<file path="src/rtl/vector_distance_accumulator_core_defines.svh">
// Assertion macros for the vector distance accumulator.
// Expects clk and arst_n in the scope of the including module.
`ifndef VECTOR_DISTANCE_ACCUMULATOR_CORE_DEFINES_SVH
`define VECTOR_DISTANCE_ACCUMULATOR_CORE_DEFINES_SVH

// Check a property on every clock outside reset.
`define VDA_ASSERT(lbl, prop, msg) \
	lbl: assert property (@(posedge clk) disable iff (!arst_n) (prop)) else $error(msg);

// Check that a condition implies another in the same cycle.
`define VDA_ASSERT_IMPL(lbl, cond, expr, msg) \
	lbl: assert property (@(posedge clk) disable iff (!arst_n) (cond) |-> (expr)) else $error(msg);

`endif

</file>
<file path="src/rtl/vda_pkg.sv">
// Shared constants, types and codes for the vector distance accumulator.
// No dependencies.
`default_nettype none
package vda_pkg;
	localparam int MAX_LEN    = 1024;
	localparam int CNT_W      = $clog2(MAX_LEN + 2);
	localparam int VAL_W      = 16;
	localparam int MAG_W      = VAL_W + 1;
	localparam int ADD_W      = 2 * MAG_W;
	localparam int SUM_W      = 44;
	localparam int DIST_W     = 26;
	localparam int ROOT_STEPS = SUM_W / 2;
	localparam int STEP_W     = $clog2(ROOT_STEPS);
	localparam int Q_DEPTH    = 2;
	localparam int Q_PTR_W    = $clog2(Q_DEPTH);
	localparam int Q_CNT_W    = $clog2(Q_DEPTH + 1);

	localparam logic [SUM_W-1:0]  SUM_MAX  = '1;
	localparam logic [DIST_W-1:0] DIST_MAX = '1;

	localparam logic [1:0] METRIC_EUCLID    = 2'd0;
	localparam logic [1:0] METRIC_MANHATTAN = 2'd1;

	typedef struct packed {
		logic [SUM_W-1:0] sum;
		logic             over;
		logic [1:0]       metric;
	} job_t;

	typedef struct packed {
		logic full;
		logic empty;
	} q_stat_t;
endpackage
`default_nettype wire

</file>
<file path="src/rtl/vda_in_if.sv">
// Input channel for element pairs: valid, ready and pair payload.
// Depends on vda_pkg.
`default_nettype none
interface vda_in_if import vda_pkg::*; ();
	logic                    valid;
	logic                    ready;
	logic signed [VAL_W-1:0] first_value;
	logic signed [VAL_W-1:0] second_value;
	logic                    last_pair;

	modport source (output valid, output first_value, output second_value,
		output last_pair, input ready);
	modport sink (input valid, input first_value, input second_value,
		input last_pair, output ready);
endinterface
`default_nettype wire

</file>
<file path="src/rtl/vda_out_if.sv">
// Output channel for distance results: valid, ready and result payload.
// Depends on vda_pkg.
`default_nettype none
interface vda_out_if import vda_pkg::*; ();
	logic              valid;
	logic              ready;
	logic [DIST_W-1:0] distance;
	logic              bad_metric;

	modport source (output valid, output distance, output bad_metric, input ready);
	modport sink (input valid, input distance, input bad_metric, output ready);
endinterface
`default_nettype wire

</file>
<file path="src/rtl/vda_front.sv">
// Front end: accepts pairs, forms the per-pair term, keeps the running sum.
// Pushes one job per vector into the queue. Depends on vda_pkg, vda_in_if.
`default_nettype none
module vda_front import vda_pkg::*; (
	input  logic       clk,
	input  logic       arst_n,
	input  logic [1:0] metric,
	vda_in_if.sink     pair_ch,
	input  q_stat_t    q_stat,
	output logic       push,
	output job_t       job
);
	logic signed [MAG_W-1:0] diff;
	logic [MAG_W-1:0]        mag;
	logic [ADD_W-1:0]        add_c;
	logic                    stall;
	logic                    accept;
	logic [SUM_W:0]          sum_wide;
	logic [SUM_W-1:0]        sum_sat;
	logic [CNT_W-1:0]        cnt_next;

	logic                    valid_s1;
	logic                    last_s1;
	logic [1:0]              metric_s1;
	logic [ADD_W-1:0]        add_s1;
	logic [SUM_W-1:0]        sum_q;
	logic [CNT_W-1:0]        cnt_q;

	assign diff = $signed({pair_ch.second_value[VAL_W-1], pair_ch.second_value})
		- $signed({pair_ch.first_value[VAL_W-1], pair_ch.first_value});
	assign mag  = diff[MAG_W-1] ? MAG_W'(-diff) : MAG_W'(diff);

	always_comb begin
		case (metric)
			METRIC_EUCLID:    add_c = mag * mag;
			METRIC_MANHATTAN: add_c = ADD_W'(mag);
			default:          add_c = '0;
		endcase
	end

	assign stall         = valid_s1 && last_s1 && q_stat.full;
	assign pair_ch.ready = !stall;
	assign accept        = pair_ch.valid && !stall;

	assign sum_wide = {1'b0, sum_q} + (SUM_W + 1)'(add_s1);
	assign sum_sat  = sum_wide[SUM_W] ? SUM_MAX : sum_wide[SUM_W-1:0];
	assign cnt_next = (cnt_q <= CNT_W'(MAX_LEN)) ? cnt_q + CNT_W'(1) : cnt_q;

	assign push       = valid_s1 && last_s1 && !q_stat.full;
	assign job.sum    = sum_sat;
	assign job.over   = cnt_next > CNT_W'(MAX_LEN);
	assign job.metric = metric_s1;

	always_ff @(posedge clk or negedge arst_n) begin
		if (!arst_n) begin
			valid_s1 <= 1'b0;
			sum_q    <= '0;
			cnt_q    <= '0;
		end else if (!stall) begin
			valid_s1 <= accept;
			if (valid_s1) begin
				if (last_s1) begin
					sum_q <= '0;
					cnt_q <= '0;
				end else begin
					sum_q <= sum_sat;
					cnt_q <= cnt_next;
				end
			end
		end
	end

	always_ff @(posedge clk) begin
		if (accept) begin
			last_s1   <= pair_ch.last_pair;
			metric_s1 <= metric;
			add_s1    <= add_c;
		end
	end
endmodule
`default_nettype wire

</file>
<file path="src/rtl/vda_queue.sv">
// Short job queue between front and back ends.
// Depends on vda_pkg.
`default_nettype none
module vda_queue import vda_pkg::*; (
	input  logic    clk,
	input  logic    arst_n,
	input  logic    push,
	input  job_t    push_job,
	input  logic    pop,
	output job_t    pop_job,
	output q_stat_t q_stat
);
	job_t               mem [Q_DEPTH];
	logic [Q_PTR_W-1:0] wr_ptr_q;
	logic [Q_PTR_W-1:0] rd_ptr_q;
	logic [Q_CNT_W-1:0] count_q;

	assign q_stat.full  = count_q == Q_CNT_W'(Q_DEPTH);
	assign q_stat.empty = count_q == '0;
	assign pop_job      = mem[rd_ptr_q];

	always_ff @(posedge clk) begin
		if (push) begin
			mem[wr_ptr_q] <= push_job;
		end
	end

	always_ff @(posedge clk or negedge arst_n) begin
		if (!arst_n) begin
			wr_ptr_q <= '0;
			rd_ptr_q <= '0;
			count_q  <= '0;
		end else begin
			if (push) begin
				wr_ptr_q <= (wr_ptr_q == Q_PTR_W'(Q_DEPTH - 1)) ? '0 : wr_ptr_q + Q_PTR_W'(1);
			end
			if (pop) begin
				rd_ptr_q <= (rd_ptr_q == Q_PTR_W'(Q_DEPTH - 1)) ? '0 : rd_ptr_q + Q_PTR_W'(1);
			end
			case ({push, pop})
				2'b10:   count_q <= count_q + Q_CNT_W'(1);
				2'b01:   count_q <= count_q - Q_CNT_W'(1);
				default: count_q <= count_q;
			endcase
		end
	end
endmodule
`default_nettype wire

</file>
<file path="src/rtl/vda_back.sv">
// Back end: takes jobs, drives results; Euclidean jobs run the iterative
// square root. Depends on vda_pkg, vda_out_if.
`default_nettype none
module vda_back import vda_pkg::*; (
	input  logic    clk,
	input  logic    arst_n,
	input  q_stat_t q_stat,
	input  job_t    job,
	output logic    pop,
	vda_out_if.source result_ch
);
	typedef enum logic [2:0] {
		ST_IDLE = 3'b001,
		ST_ROOT = 3'b010,
		ST_DONE = 3'b100
	} state_t;

	state_t            state_q;
	logic [SUM_W-1:0]  x_q;
	logic [SUM_W-1:0]  res_q;
	logic [SUM_W-1:0]  bit_q;
	logic [STEP_W-1:0] step_q;
	logic [DIST_W-1:0] dist_q;
	logic              bad_q;
	logic              out_valid_q;
	logic [DIST_W-1:0] out_dist_q;
	logic              out_bad_q;

	logic [SUM_W-1:0]  trial;
	logic              take;
	logic [SUM_W-1:0]  res_nxt;
	logic              out_free;
	logic              job_bad;

	assign trial    = res_q + bit_q;
	assign take     = x_q >= trial;
	assign res_nxt  = take ? (res_q >> 1) + bit_q : res_q >> 1;
	assign out_free = !out_valid_q || result_ch.ready;
	assign pop      = (state_q == ST_IDLE) && !q_stat.empty;
	assign job_bad  = (job.metric != METRIC_EUCLID) && (job.metric != METRIC_MANHATTAN);

	assign result_ch.valid      = out_valid_q;
	assign result_ch.distance   = out_dist_q;
	assign result_ch.bad_metric = out_bad_q;

	always_ff @(posedge clk or negedge arst_n) begin
		if (!arst_n) begin
			state_q     <= ST_IDLE;
			out_valid_q <= 1'b0;
			step_q      <= '0;
		end else begin
			case (state_q)
				ST_IDLE: begin
					if (pop) begin
						step_q <= '0;
						if (job_bad || job.over || job.metric == METRIC_MANHATTAN) begin
							state_q <= ST_DONE;
						end else begin
							state_q <= ST_ROOT;
						end
					end
				end
				ST_ROOT: begin
					step_q <= step_q + STEP_W'(1);
					if (step_q == STEP_W'(ROOT_STEPS - 1)) begin
						state_q <= ST_DONE;
					end
				end
				ST_DONE: begin
					if (out_free) begin
						state_q <= ST_IDLE;
					end
				end
				default: state_q <= ST_IDLE;
			endcase
			if (state_q == ST_DONE && out_free) begin
				out_valid_q <= 1'b1;
			end else if (result_ch.ready) begin
				out_valid_q <= 1'b0;
			end
		end
	end

	always_ff @(posedge clk) begin
		if (state_q == ST_IDLE && pop) begin
			x_q   <= job.sum;
			res_q <= '0;
			bit_q <= SUM_W'(1) << (SUM_W - 2);
			bad_q <= job_bad;
			if (job_bad) begin
				dist_q <= '0;
			end else if (job.over) begin
				dist_q <= DIST_MAX;
			end else if (job.sum > SUM_W'(DIST_MAX)) begin
				dist_q <= DIST_MAX;
			end else begin
				dist_q <= job.sum[DIST_W-1:0];
			end
		end
		if (state_q == ST_ROOT) begin
			if (take) begin
				x_q <= x_q - trial;
			end
			res_q <= res_nxt;
			bit_q <= bit_q >> 2;
			if (step_q == STEP_W'(ROOT_STEPS - 1)) begin
				dist_q <= res_nxt[DIST_W-1:0];
			end
		end
		if (state_q == ST_DONE && out_free) begin
			out_dist_q <= dist_q;
			out_bad_q  <= bad_q;
		end
	end
endmodule
`default_nettype wire

</file>
<file path="src/rtl/vector_distance_accumulator_core.sv">
// A final pair's result skips the square root for Manhattan, an invalid metric or an
// over-length vector; Euclidean takes the 22-step square root in the back end.
// Throughput: one pair per cycle unless a final pair waits on a full queue; the shared
// square-root unit limits Euclidean results; a 2-entry job queue absorbs short vectors.
// Reset: clears the running sum, pair count, job queue and output; metric is Euclidean.
// Top level of the vector distance accumulator; depends on vda_pkg, channel interfaces,
// vda_front, vda_queue, vda_back and the assertion macro header.
`default_nettype none
`include "vector_distance_accumulator_core_defines.svh"
module vector_distance_accumulator_core import vda_pkg::*; (
	input  logic       clk,
	input  logic       arst_n,
	input  logic       cfg_we,
	input  logic [1:0] cfg_wdata,
	vda_in_if.sink     pair_ch,
	vda_out_if.source  result_ch
);
	logic [1:0] metric_q;
	logic       push;
	logic       pop;
	job_t       push_job;
	job_t       pop_job;
	q_stat_t    q_stat;

	always_ff @(posedge clk or negedge arst_n) begin
		if (!arst_n) begin
			metric_q <= METRIC_EUCLID;
		end else if (cfg_we) begin
			metric_q <= cfg_wdata;
		end
	end

	vda_front u_front (
		.clk     (clk),
		.arst_n  (arst_n),
		.metric  (metric_q),
		.pair_ch (pair_ch),
		.q_stat  (q_stat),
		.push    (push),
		.job     (push_job)
	);

	vda_queue u_queue (
		.clk      (clk),
		.arst_n   (arst_n),
		.push     (push),
		.push_job (push_job),
		.pop      (pop),
		.pop_job  (pop_job),
		.q_stat   (q_stat)
	);

	vda_back u_back (
		.clk       (clk),
		.arst_n    (arst_n),
		.q_stat    (q_stat),
		.job       (pop_job),
		.pop       (pop),
		.result_ch (result_ch)
	);

	`VDA_ASSERT(a_no_push_full, !(push && q_stat.full), "push into full job queue")
	`VDA_ASSERT(a_no_pop_empty, !(pop && q_stat.empty), "pop from empty job queue")
	`VDA_ASSERT_IMPL(a_bad_zero, result_ch.valid && result_ch.bad_metric, result_ch.distance == '0, "bad metric result with nonzero distance")
endmodule
`default_nettype wire

</file>
<file path="src/flat_wrapper.sv">
// flat-port wrapper written by rule: the top's interface ports become plain ports
module vector_distance_accumulator_core_flat import vda_pkg::*;
  (clk, arst_n, cfg_we, cfg_wdata, pair_ch_valid, pair_ch_first_value, pair_ch_second_value, pair_ch_last_pair, pair_ch_ready, result_ch_valid, result_ch_distance, result_ch_bad_metric, result_ch_ready);
  vda_in_if pair_ch_i ();
  vda_out_if result_ch_i ();
  input  logic clk;
  input  logic arst_n;
  input  logic cfg_we;
  input  logic [1:0] cfg_wdata;
  input wire logic [$bits(pair_ch_i.valid)-1:0] pair_ch_valid;
  input wire logic [$bits(pair_ch_i.first_value)-1:0] pair_ch_first_value;
  input wire logic [$bits(pair_ch_i.second_value)-1:0] pair_ch_second_value;
  input wire logic [$bits(pair_ch_i.last_pair)-1:0] pair_ch_last_pair;
  output wire logic [$bits(pair_ch_i.ready)-1:0] pair_ch_ready;
  output wire logic [$bits(result_ch_i.valid)-1:0] result_ch_valid;
  output wire logic [$bits(result_ch_i.distance)-1:0] result_ch_distance;
  output wire logic [$bits(result_ch_i.bad_metric)-1:0] result_ch_bad_metric;
  input wire logic [$bits(result_ch_i.ready)-1:0] result_ch_ready;
  assign pair_ch_i.valid = pair_ch_valid;
  assign pair_ch_i.first_value = pair_ch_first_value;
  assign pair_ch_i.second_value = pair_ch_second_value;
  assign pair_ch_i.last_pair = pair_ch_last_pair;
  assign pair_ch_ready = pair_ch_i.ready;
  assign result_ch_valid = result_ch_i.valid;
  assign result_ch_distance = result_ch_i.distance;
  assign result_ch_bad_metric = result_ch_i.bad_metric;
  assign result_ch_i.ready = result_ch_ready;
  vector_distance_accumulator_core u_core (.clk(clk), .arst_n(arst_n), .cfg_we(cfg_we), .cfg_wdata(cfg_wdata), .pair_ch(pair_ch_i), .result_ch(result_ch_i));
endmodule
</file>
<file path="config.mk">
export PLATFORM = sky130hd
export DESIGN_NAME = vector_distance_accumulator_core_flat
export DESIGN_NICKNAME = d
export VERILOG_FILES = /design/src/rtl/vda_pkg.sv /design/src/rtl/vda_in_if.sv /design/src/rtl/vda_out_if.sv /design/src/rtl/vda_front.sv /design/src/rtl/vda_queue.sv /design/src/rtl/vda_back.sv /design/src/rtl/vector_distance_accumulator_core.sv /design/src/flat_wrapper.sv
export VERILOG_INCLUDE_DIRS = /design/src /design/src/rtl
export SDC_FILE = /design/constraint.sdc
export NUM_CORES = 1
export LEC_CHECK = 0
export BUFFER_PORTS_ARGS = -buffer_cell sky130_fd_sc_hd__buf_2
export CORE_MARGIN = 5
export CORE_UTILIZATION = 40
export CTS_CLUSTER_DIAMETER = 40
export DETAILED_ROUTE_END_ITERATION = 7
export PLACE_DENSITY = 0.57
export SETUP_SLACK_MARGIN = 0.02
export SLEW_MARGIN = 0
export SYNTH_ARGS = -nofsm -noshare
export SYNTH_HDL_FRONTEND = slang
export SYNTH_SLANG_ARGS = --single-unit
</file>
<file path="constraint.sdc">
create_clock -name clk -period 5.93 [get_ports clk]
set_clock_uncertainty 0.15 [all_clocks]
set_input_delay 0.2965 -clock clk [delete_from_list [all_inputs] [get_ports clk]]
set_output_delay 0.2965 -clock clk [all_outputs]
set_load 0.01 [all_outputs]
</file>
==> metrics.md, run 1 <==
| Metric | Value |
|---|---|
| Mapped Area | 31,200 sq um |
| Routed vias | between 20,000 and 30,000 |
| #FFs+latches synth | 366 |
| EDFF count, synth | 224 |
| First-pass GRT wire length | about 130 mm |
| # setup viols final | 26 |
| Synth cell types | 93 |
| Die ar. | 83,700 sq um |
| Crit-path leading delay family | adder cells |
| Residual DRC | 0 |
| Worst setup EP type | flop |
| Max Fclk | about 120 MHz |
| Core area | 77,500 sq um |
| Most used cell, CP | fa_1 |
| Main area contributors after synthesis | edfxtp_1 22%, fa_1 12%, ha_1 10% |
| Reg2reg path depth | 23 |
| Ports | 69 |
| Unrepaired setup endpoints after global routing | yes |
| Slew headroom | 0.265 |
| Hpwl dp | 62.9 mm |
| Die Width | 289 um |
| GRT Util Overall | 0.191 |
| Slowest library cell on the worst path | or4b_4 |
| Area share of the largest cell type after synthesis | 0.216 |
| Status | finished, violations left |
| Commonest non-fill, non-tap cells in the layout | 385 x buf_4, 298 x inv_1, 296 x nand2_1, 258 x nor2_1, 225 x ha_1 |
| Setup TNS | -38,160 ps |
| Synthesis Warnings | 0 |
| Die H | 289 um |
| DR pass1 iterations | 5 |
| Crit path kind | in -> reg |
| Wire length per cell | 16.5 um |
| FF-to-FF End | u_core.u_back.x_q[3] |
| CTS Root Buffer Type | clkbuf_16 |
| Post-route setup slack | -2110 ps |
| Pin count of the biggest net entering global routing | slightly below 60 |
| Commonest non-fill, non-tap cell in the layout | buf_4 |
| Startpoint types | input pin |
| Worst Hold Class | in -> reg |
| Crit-path max FO | 5 |
| Min Hold Slack | approximately 230 ps |
| Clock buffer depth | 3 |
| CTS buffer count | 53 |
| Fin util | 0.503 |
| Slew Limit Fails | 0 |
| Clock-pin slew on the worst setup and hold paths | 60 ps |
| Routed WL | 80.4 mm |
| Max Cap Viol | 0 |
| Clock Latency Late Sink | 610 ps |
| Avg Inst Size Synth | 9.33 sq um |
| Nets | 4,264 |
| GPL Wtd Cong | 0.904 |
| ANT nets after route | 0 |
| WP buf/inv | 7 |
| CP Capture Point | u_core.u_front.add_s1[33] |
| Failing checks | negative setup slack |
| Critical path arrival | 8240 ps |
| Initial Utilization | 0.403 |
| H-tree lvl count | 2 |
| Initial DRC Count | 1,410 |
| Total gr overflow | 0 |
| CTS tree | built |
| Tmin final | 8040 ps |
| Hold Crit Start | pair_ch_first_value[0] |
| PortBufs | 68 |
| CP peak stage delay | 570 ps |
| Critical Path RT | 6120 ps |
| Sequential fraction of the synthesis area | 0.318 |
| Final hold vios | 0 |
| ANT cells | 0 |
| Worst-Margin Slew | 1070 ps |
| FF-to-FF Start | u_core.u_back.res_q[2] |
| Fin crit share | 1.36 |
| Row cnt | 102 |
| Yosys top cell by area | edfxtp_1 |
| Sink Count | ~370 |
| Share of post-route cells with drive strength above 1 | 0.219 |
| DR vias/cell | 5.17 |
| Number of global-route vias before repair | 25,100 |
| Fillers | 7,198 |
| Worst reg2reg setup slack | 330 ps |
| Area Overhead vs Synth | 24.9% |
| Synth Instances | around 3,300 |
| Critical Path Start | pair_ch_second_value[0] |
| Initial antenna violation count | 1 |
| Post-synthesis async set-or-reset flop share | 0.194 |
| Critical path depth | 36 |
| Predominant post-synthesis flop cell | edfxtp_1 |
==> state kept, by name (all words and copies together), names as in the netlist, 2 cells and up <==
| signal | flops |
|---|---|
| u_core.u_back.step_q | 5 |
| u_core.u_back.x_q | 44 |
| u_core.u_front.metric_s1 | 2 |
| u_core.u_queue.mem | 94 |
| u_core.u_back.dist_q | 26 |
| u_core.u_back.bit_q | 22 |
| u_core.u_back.result_ch.distance | 26 |
| u_core.u_front.sum_q | 44 |
| u_core.u_queue.count_q | 2 |
| u_core.u_back.state_q | 3 |
| u_core.metric_q | 2 |
| u_core.u_front.add_s1 | 34 |
| u_core.u_back.res_q | 44 |
| u_core.u_front.cnt_q | 11 |
==> synth_stat cells (12+ instances only) <==
| master | count |
|---|---|
| or3_1 | 12 |
| a21oi_1 | 207 |
| dfrtp_1 | 70 |
| edfxtp_1 | 224 |
| o21bai_1 | 20 |
| nand2b_1 | 39 |
| dfxtp_1 | 71 |
| ha_1 | 250 |
| inv_1 | 331 |
| o31ai_1 | 15 |
| xnor2_1 | 124 |
| clkbuf_1 | 121 |
| a22o_1 | 35 |
| o21a_1 | 26 |
| a21o_1 | 66 |
| a211o_1 | 15 |
| nand2_1 | 314 |
| xor2_1 | 90 |
| a211oi_1 | 85 |
| nand3_1 | 42 |
| mux2i_1 | 68 |
| o21ai_0 | 198 |
| nor2_1 | 281 |
| fa_1 | 194 |
| nor2b_1 | 29 |
| a31oi_1 | 52 |
| nand4_1 | 38 |
| and3_1 | 48 |
| nor3_1 | 44 |
| o211ai_1 | 14 |
==> kinds of logic after synthesis <==
logic type	share of synthesized area
other	0.000241
flip-flops	0.318
adder cells (fa/ha/maj)	0.225
multiplexers	0.0247
AO/OA/AOI/OAI	0.179
XOR/XNOR	0.0601
buffers and inverters	0.0574
AND/OR/NAND/NOR	0.136
==> layout make-up <==
cell class                 count  area (sq um)  share of cell area
clock inverter                43           475              0.0122
timing repair buffer         508          4000               0.103
sequential                   366          9930               0.255
clock buffer                  57          1340              0.0344
multi-input combinational   2517         20600               0.530
inverter                     334          1270              0.0327
tap                         1040          1300              0.0334
==> worst reg2reg max path: cells and delay by family, from the launching register on <==
kind                       cells  cell delay [ps]
AOI/OAI and AO/OA             10             2050
and+or+nand+nor                6             1320
buffers and inverters          4              820
adders and majority gates      2              650
DFF                            1              440
xor gates and xnor gates       1               90
==> repair_timing <==
action | 4_1_cts | 5_1_grt
setup buffers | 43 | 32
resized for setup | 129 | 95
cloned | 2 | 0
endpoints found under the setup margin | 27 | 53
pin swaps | 74 | 84
hold buffers | 9 | 0
endpoints found under the hold margin | 76 | 0
==> worst min path at each step <==
stage | to | slack (ps) | depth (start not counted)
2_1_floorplan | u_core.metric_q[0] | -150 | 0
3_3_place_gp | u_core.u_front.cnt_q[4] | 10 | 1
3_5_place_dp | u_core.u_front.cnt_q[4] | 10 | 1
4_1_cts | u_core.u_front.add_s1[0] | 170 | 4
5_1_grt | u_core.u_front.add_s1[0] | 210 | 4
6_report | u_core.u_front.add_s1[0] | 230 | 4
==> stage by stage <==
step,area (sq um),cells,worst slack (ps)
6_report,39000,4865,-2110
5_1_grt,39000,4865,-2410
4_1_cts,38300,4839,-2160
3_5_place_dp,35600,4689,-2910
3_3_place_gp,35600,4689,-2840
2_1_floorplan,31600,3355,-2480
==> routing by layer <==
metal,routed length [um],global-route usage,vias up
li1,-,-,12700
met1,36400,0.252,11900
met2,39100,0.335,422
met3,2550,0.0200,116
met4,2330,0.0536,2
met5,13,0,-
Power of run 1 is left out: the tool's default activity adds up to more than one toggle a clock period on the data nets, which glitch-free logic cannot reach.
==> run 2: changes to the inputs <==
- RECOVER_POWER: default -> 25
==> metrics.md, run 2 (same netlist as run 1, synthesis figures left out) <==
| Metric | Value |
|---|---|
| Status | finished, violations left (unchanged) |
| Failing checks | max-capacitance violations, max-slew violations, negative setup slack (was negative setup slack) |
| Post-route setup slack | -2120 ps (was -2110 ps) |
| DR pass1 iterations | 5 (unchanged) |
| Pin count of the biggest net entering global routing | 59 (unchanged) |
| Max Cap Viol | 3 (was 0) |
| Crit path kind | in -> reg (unchanged) |
| CTS Root Buffer Type | clkbuf_16 (unchanged) |
| Max reg flops | 94 (unchanged) |
| Tmin final | 8050 ps (was 8040 ps) |
| Core area | 77,500 sq um (unchanged) |
| Unrepaired setup endpoints after global routing | yes (unchanged) |
| Startpoint types | input pin (unchanged) |
| Critical Path RT | 6120 ps (about the same) |
| Fillers | 7,215 (was 7,198) |
| Crit-path max FO | 5 (unchanged) |
| ANT nets after route | 0 (unchanged) |
| # setup viols final | 26 (unchanged) |
| Die H | 289 um (unchanged) |
| Wire length per cell | 16.5 um (about the same) |
| Residual DRC | 0 (unchanged) |
| CTS tree | built (unchanged) |
| Final hold vios | 0 (unchanged) |
| Number of global-route vias before repair | 25,100 (unchanged) |
| Slew Limit Fails | 144 (was 0) |
| Commonest non-fill, non-tap cells in the layout | 380 x buf_4, 298 x inv_1, 297 x nand2_1, 258 x nor2_1, 225 x ha_1 (was 385 x buf_4, 298 x inv_1, 296 x nand2_1, 258 x nor2_1, 225 x ha_1) |
| Initial DRC Count | 1,392 (was 1,410) |
| Hpwl dp | 62.9 mm (unchanged) |
| Worst setup EP type | flop (unchanged) |
| Die Width | 289 um (unchanged) |
| Clock-pin slew on the worst setup and hold paths | 60 ps (about the same) |
| DR vias/cell | 5.16 (was 5.17) |
| Clock Latency Late Sink | 600 ps (was 610 ps) |
| CTS buffer count | 53 (unchanged) |
| Crit-path leading delay family | adder cells (unchanged) |
| Die ar. | 83,700 sq um (unchanged) |
| Area Overhead vs Synth | 24.7% (was 24.9%) |
| H-tree lvl count | 2 (unchanged) |
| Worst-Margin Slew | 3350 ps (was 1070 ps) |
| Worst Hold Class | in -> reg (unchanged) |
| Total gr overflow | 0 (unchanged) |
| First-pass GRT wire length | 131 mm (unchanged) |
| Biggest register | u_core.u_queue.mem (unchanged) |
| Commonest non-fill, non-tap cell in the layout | buf_4 (unchanged) |
| Most used cell, CP | fa_1 (unchanged) |
| Reg area | 9930 sq um (unchanged) |
| Routed WL | 80.4 mm (about the same) |
| WP buf/inv | 7 (unchanged) |
| Hold Crit Start | pair_ch_first_value[0] (unchanged) |
| Max Fclk | 124 MHz (about the same) |
| Initial Utilization | 0.403 (unchanged) |
| Placed insts | 4,689 (unchanged) |
| PortBufs | 68 (unchanged) |
| GPL Wtd Cong | 0.904 (unchanged) |
| Slew headroom | -1.23 (was 0.265) |
| Routed vias | 25,100 (was 25,200) |
| Initial antenna violation count | 1 (unchanged) |
| Slowest library cell on the worst path | or4b_4 (unchanged) |
| Fin crit share | 1.36 (about the same) |
| Worst reg2reg setup slack | 340 ps (was 330 ps) |
| Critical Path Start | pair_ch_second_value[0] (unchanged) |
| GRT Util Overall | 0.191 (unchanged) |
| ANT cells | 0 (unchanged) |
| Multi-input logic area | 20,600 sq um (about the same) |
| Clock buffer depth | 3 (unchanged) |
| Share of post-route cells with drive strength above 1 | 0.210 (was 0.219) |
| Nets | 4,264 (unchanged) |
| Sink Count | 366 (unchanged) |
| Final std cells w/o fill | 4,865 (unchanged) |
| FF-to-FF Start | u_core.u_back.res_q[2] (unchanged) |
| Ports | 69 (unchanged) |
| Row cnt | 102 (unchanged) |
| Critical path arrival | 8240 ps (about the same) |
| CP peak stage delay | 570 ps (about the same) |
-- run 2: final timing paths --
kind,endpoint,cells past startpoint
min in group asynchronous,u_core.u_front.cnt_q[4],3
setup reg to reg,u_core.u_back.x_q[3],23
hold reg to reg,u_core.u_back.result_ch.distance[24],0
max in group asynchronous,u_core.u_queue.rd_ptr_q,3
setup / recovery,u_core.u_front.add_s1[33],36
hold / removal,u_core.u_front.add_s1[0],4
-- run 2: timing repair --
action / in CTS / in global routing
hold endpoints to repair: 76 / 0
gates resized for setup: 129 / 95
cloned: 2 / 0
endpoints found under the setup margin: 27 / 53
buffers inserted: 43 / 32
hold buffers: 9 / 0
pin swaps: 74 / 84
-- run 2: layer usage --
metal	wire length (um)	global-route usage	part of all wire	vias up
met5	13	0	0.00016	-
met4	2320	0.0536	0.029	2
met3	2410	0.0200	0.030	114
met2	39100	0.335	0.49	395
met1	36600	0.252	0.45	11900
li1	-	-	-	12700
-- run 2: final cells by class --
class	instances	share of cell area
clock buffers	57	0.0345
clock inverters	43	0.0122
inverters	334	0.0327
multi-input cells	2517	0.530
flip-flops and latches	366	0.255
well taps	1040	0.0335
repair buffers	508	0.101
-- run 2: tightest hold or removal path: cells and delay by family --
kind | cells | cell delay (ps)
adders and majority gates | 1 | 150
and+or+nand+nor | 1 | 60
buffers and inverters | 2 | 280
-- run 2: per-stage QoR --
stage | utilization | setup TNS, ps | instance area (sq um) | setup WS (ps) | hold slack (ps)
finish | 0.502 | -38280 | 38900 | -2120 | 226
global route | 0.502 | -45540 | 38900 | -2410 | 208
CTS | 0.495 | -39510 | 38300 | -2160 | 172
floorplan | - | -42640 | 31600 | -2480 | -149
global placement | 0.459 | -59640 | 35600 | -2840 | 12.7
detailed placement | 0.459 | -61470 | 35600 | -2910 | 13.8
Power of run 2 is left out for the same reason.
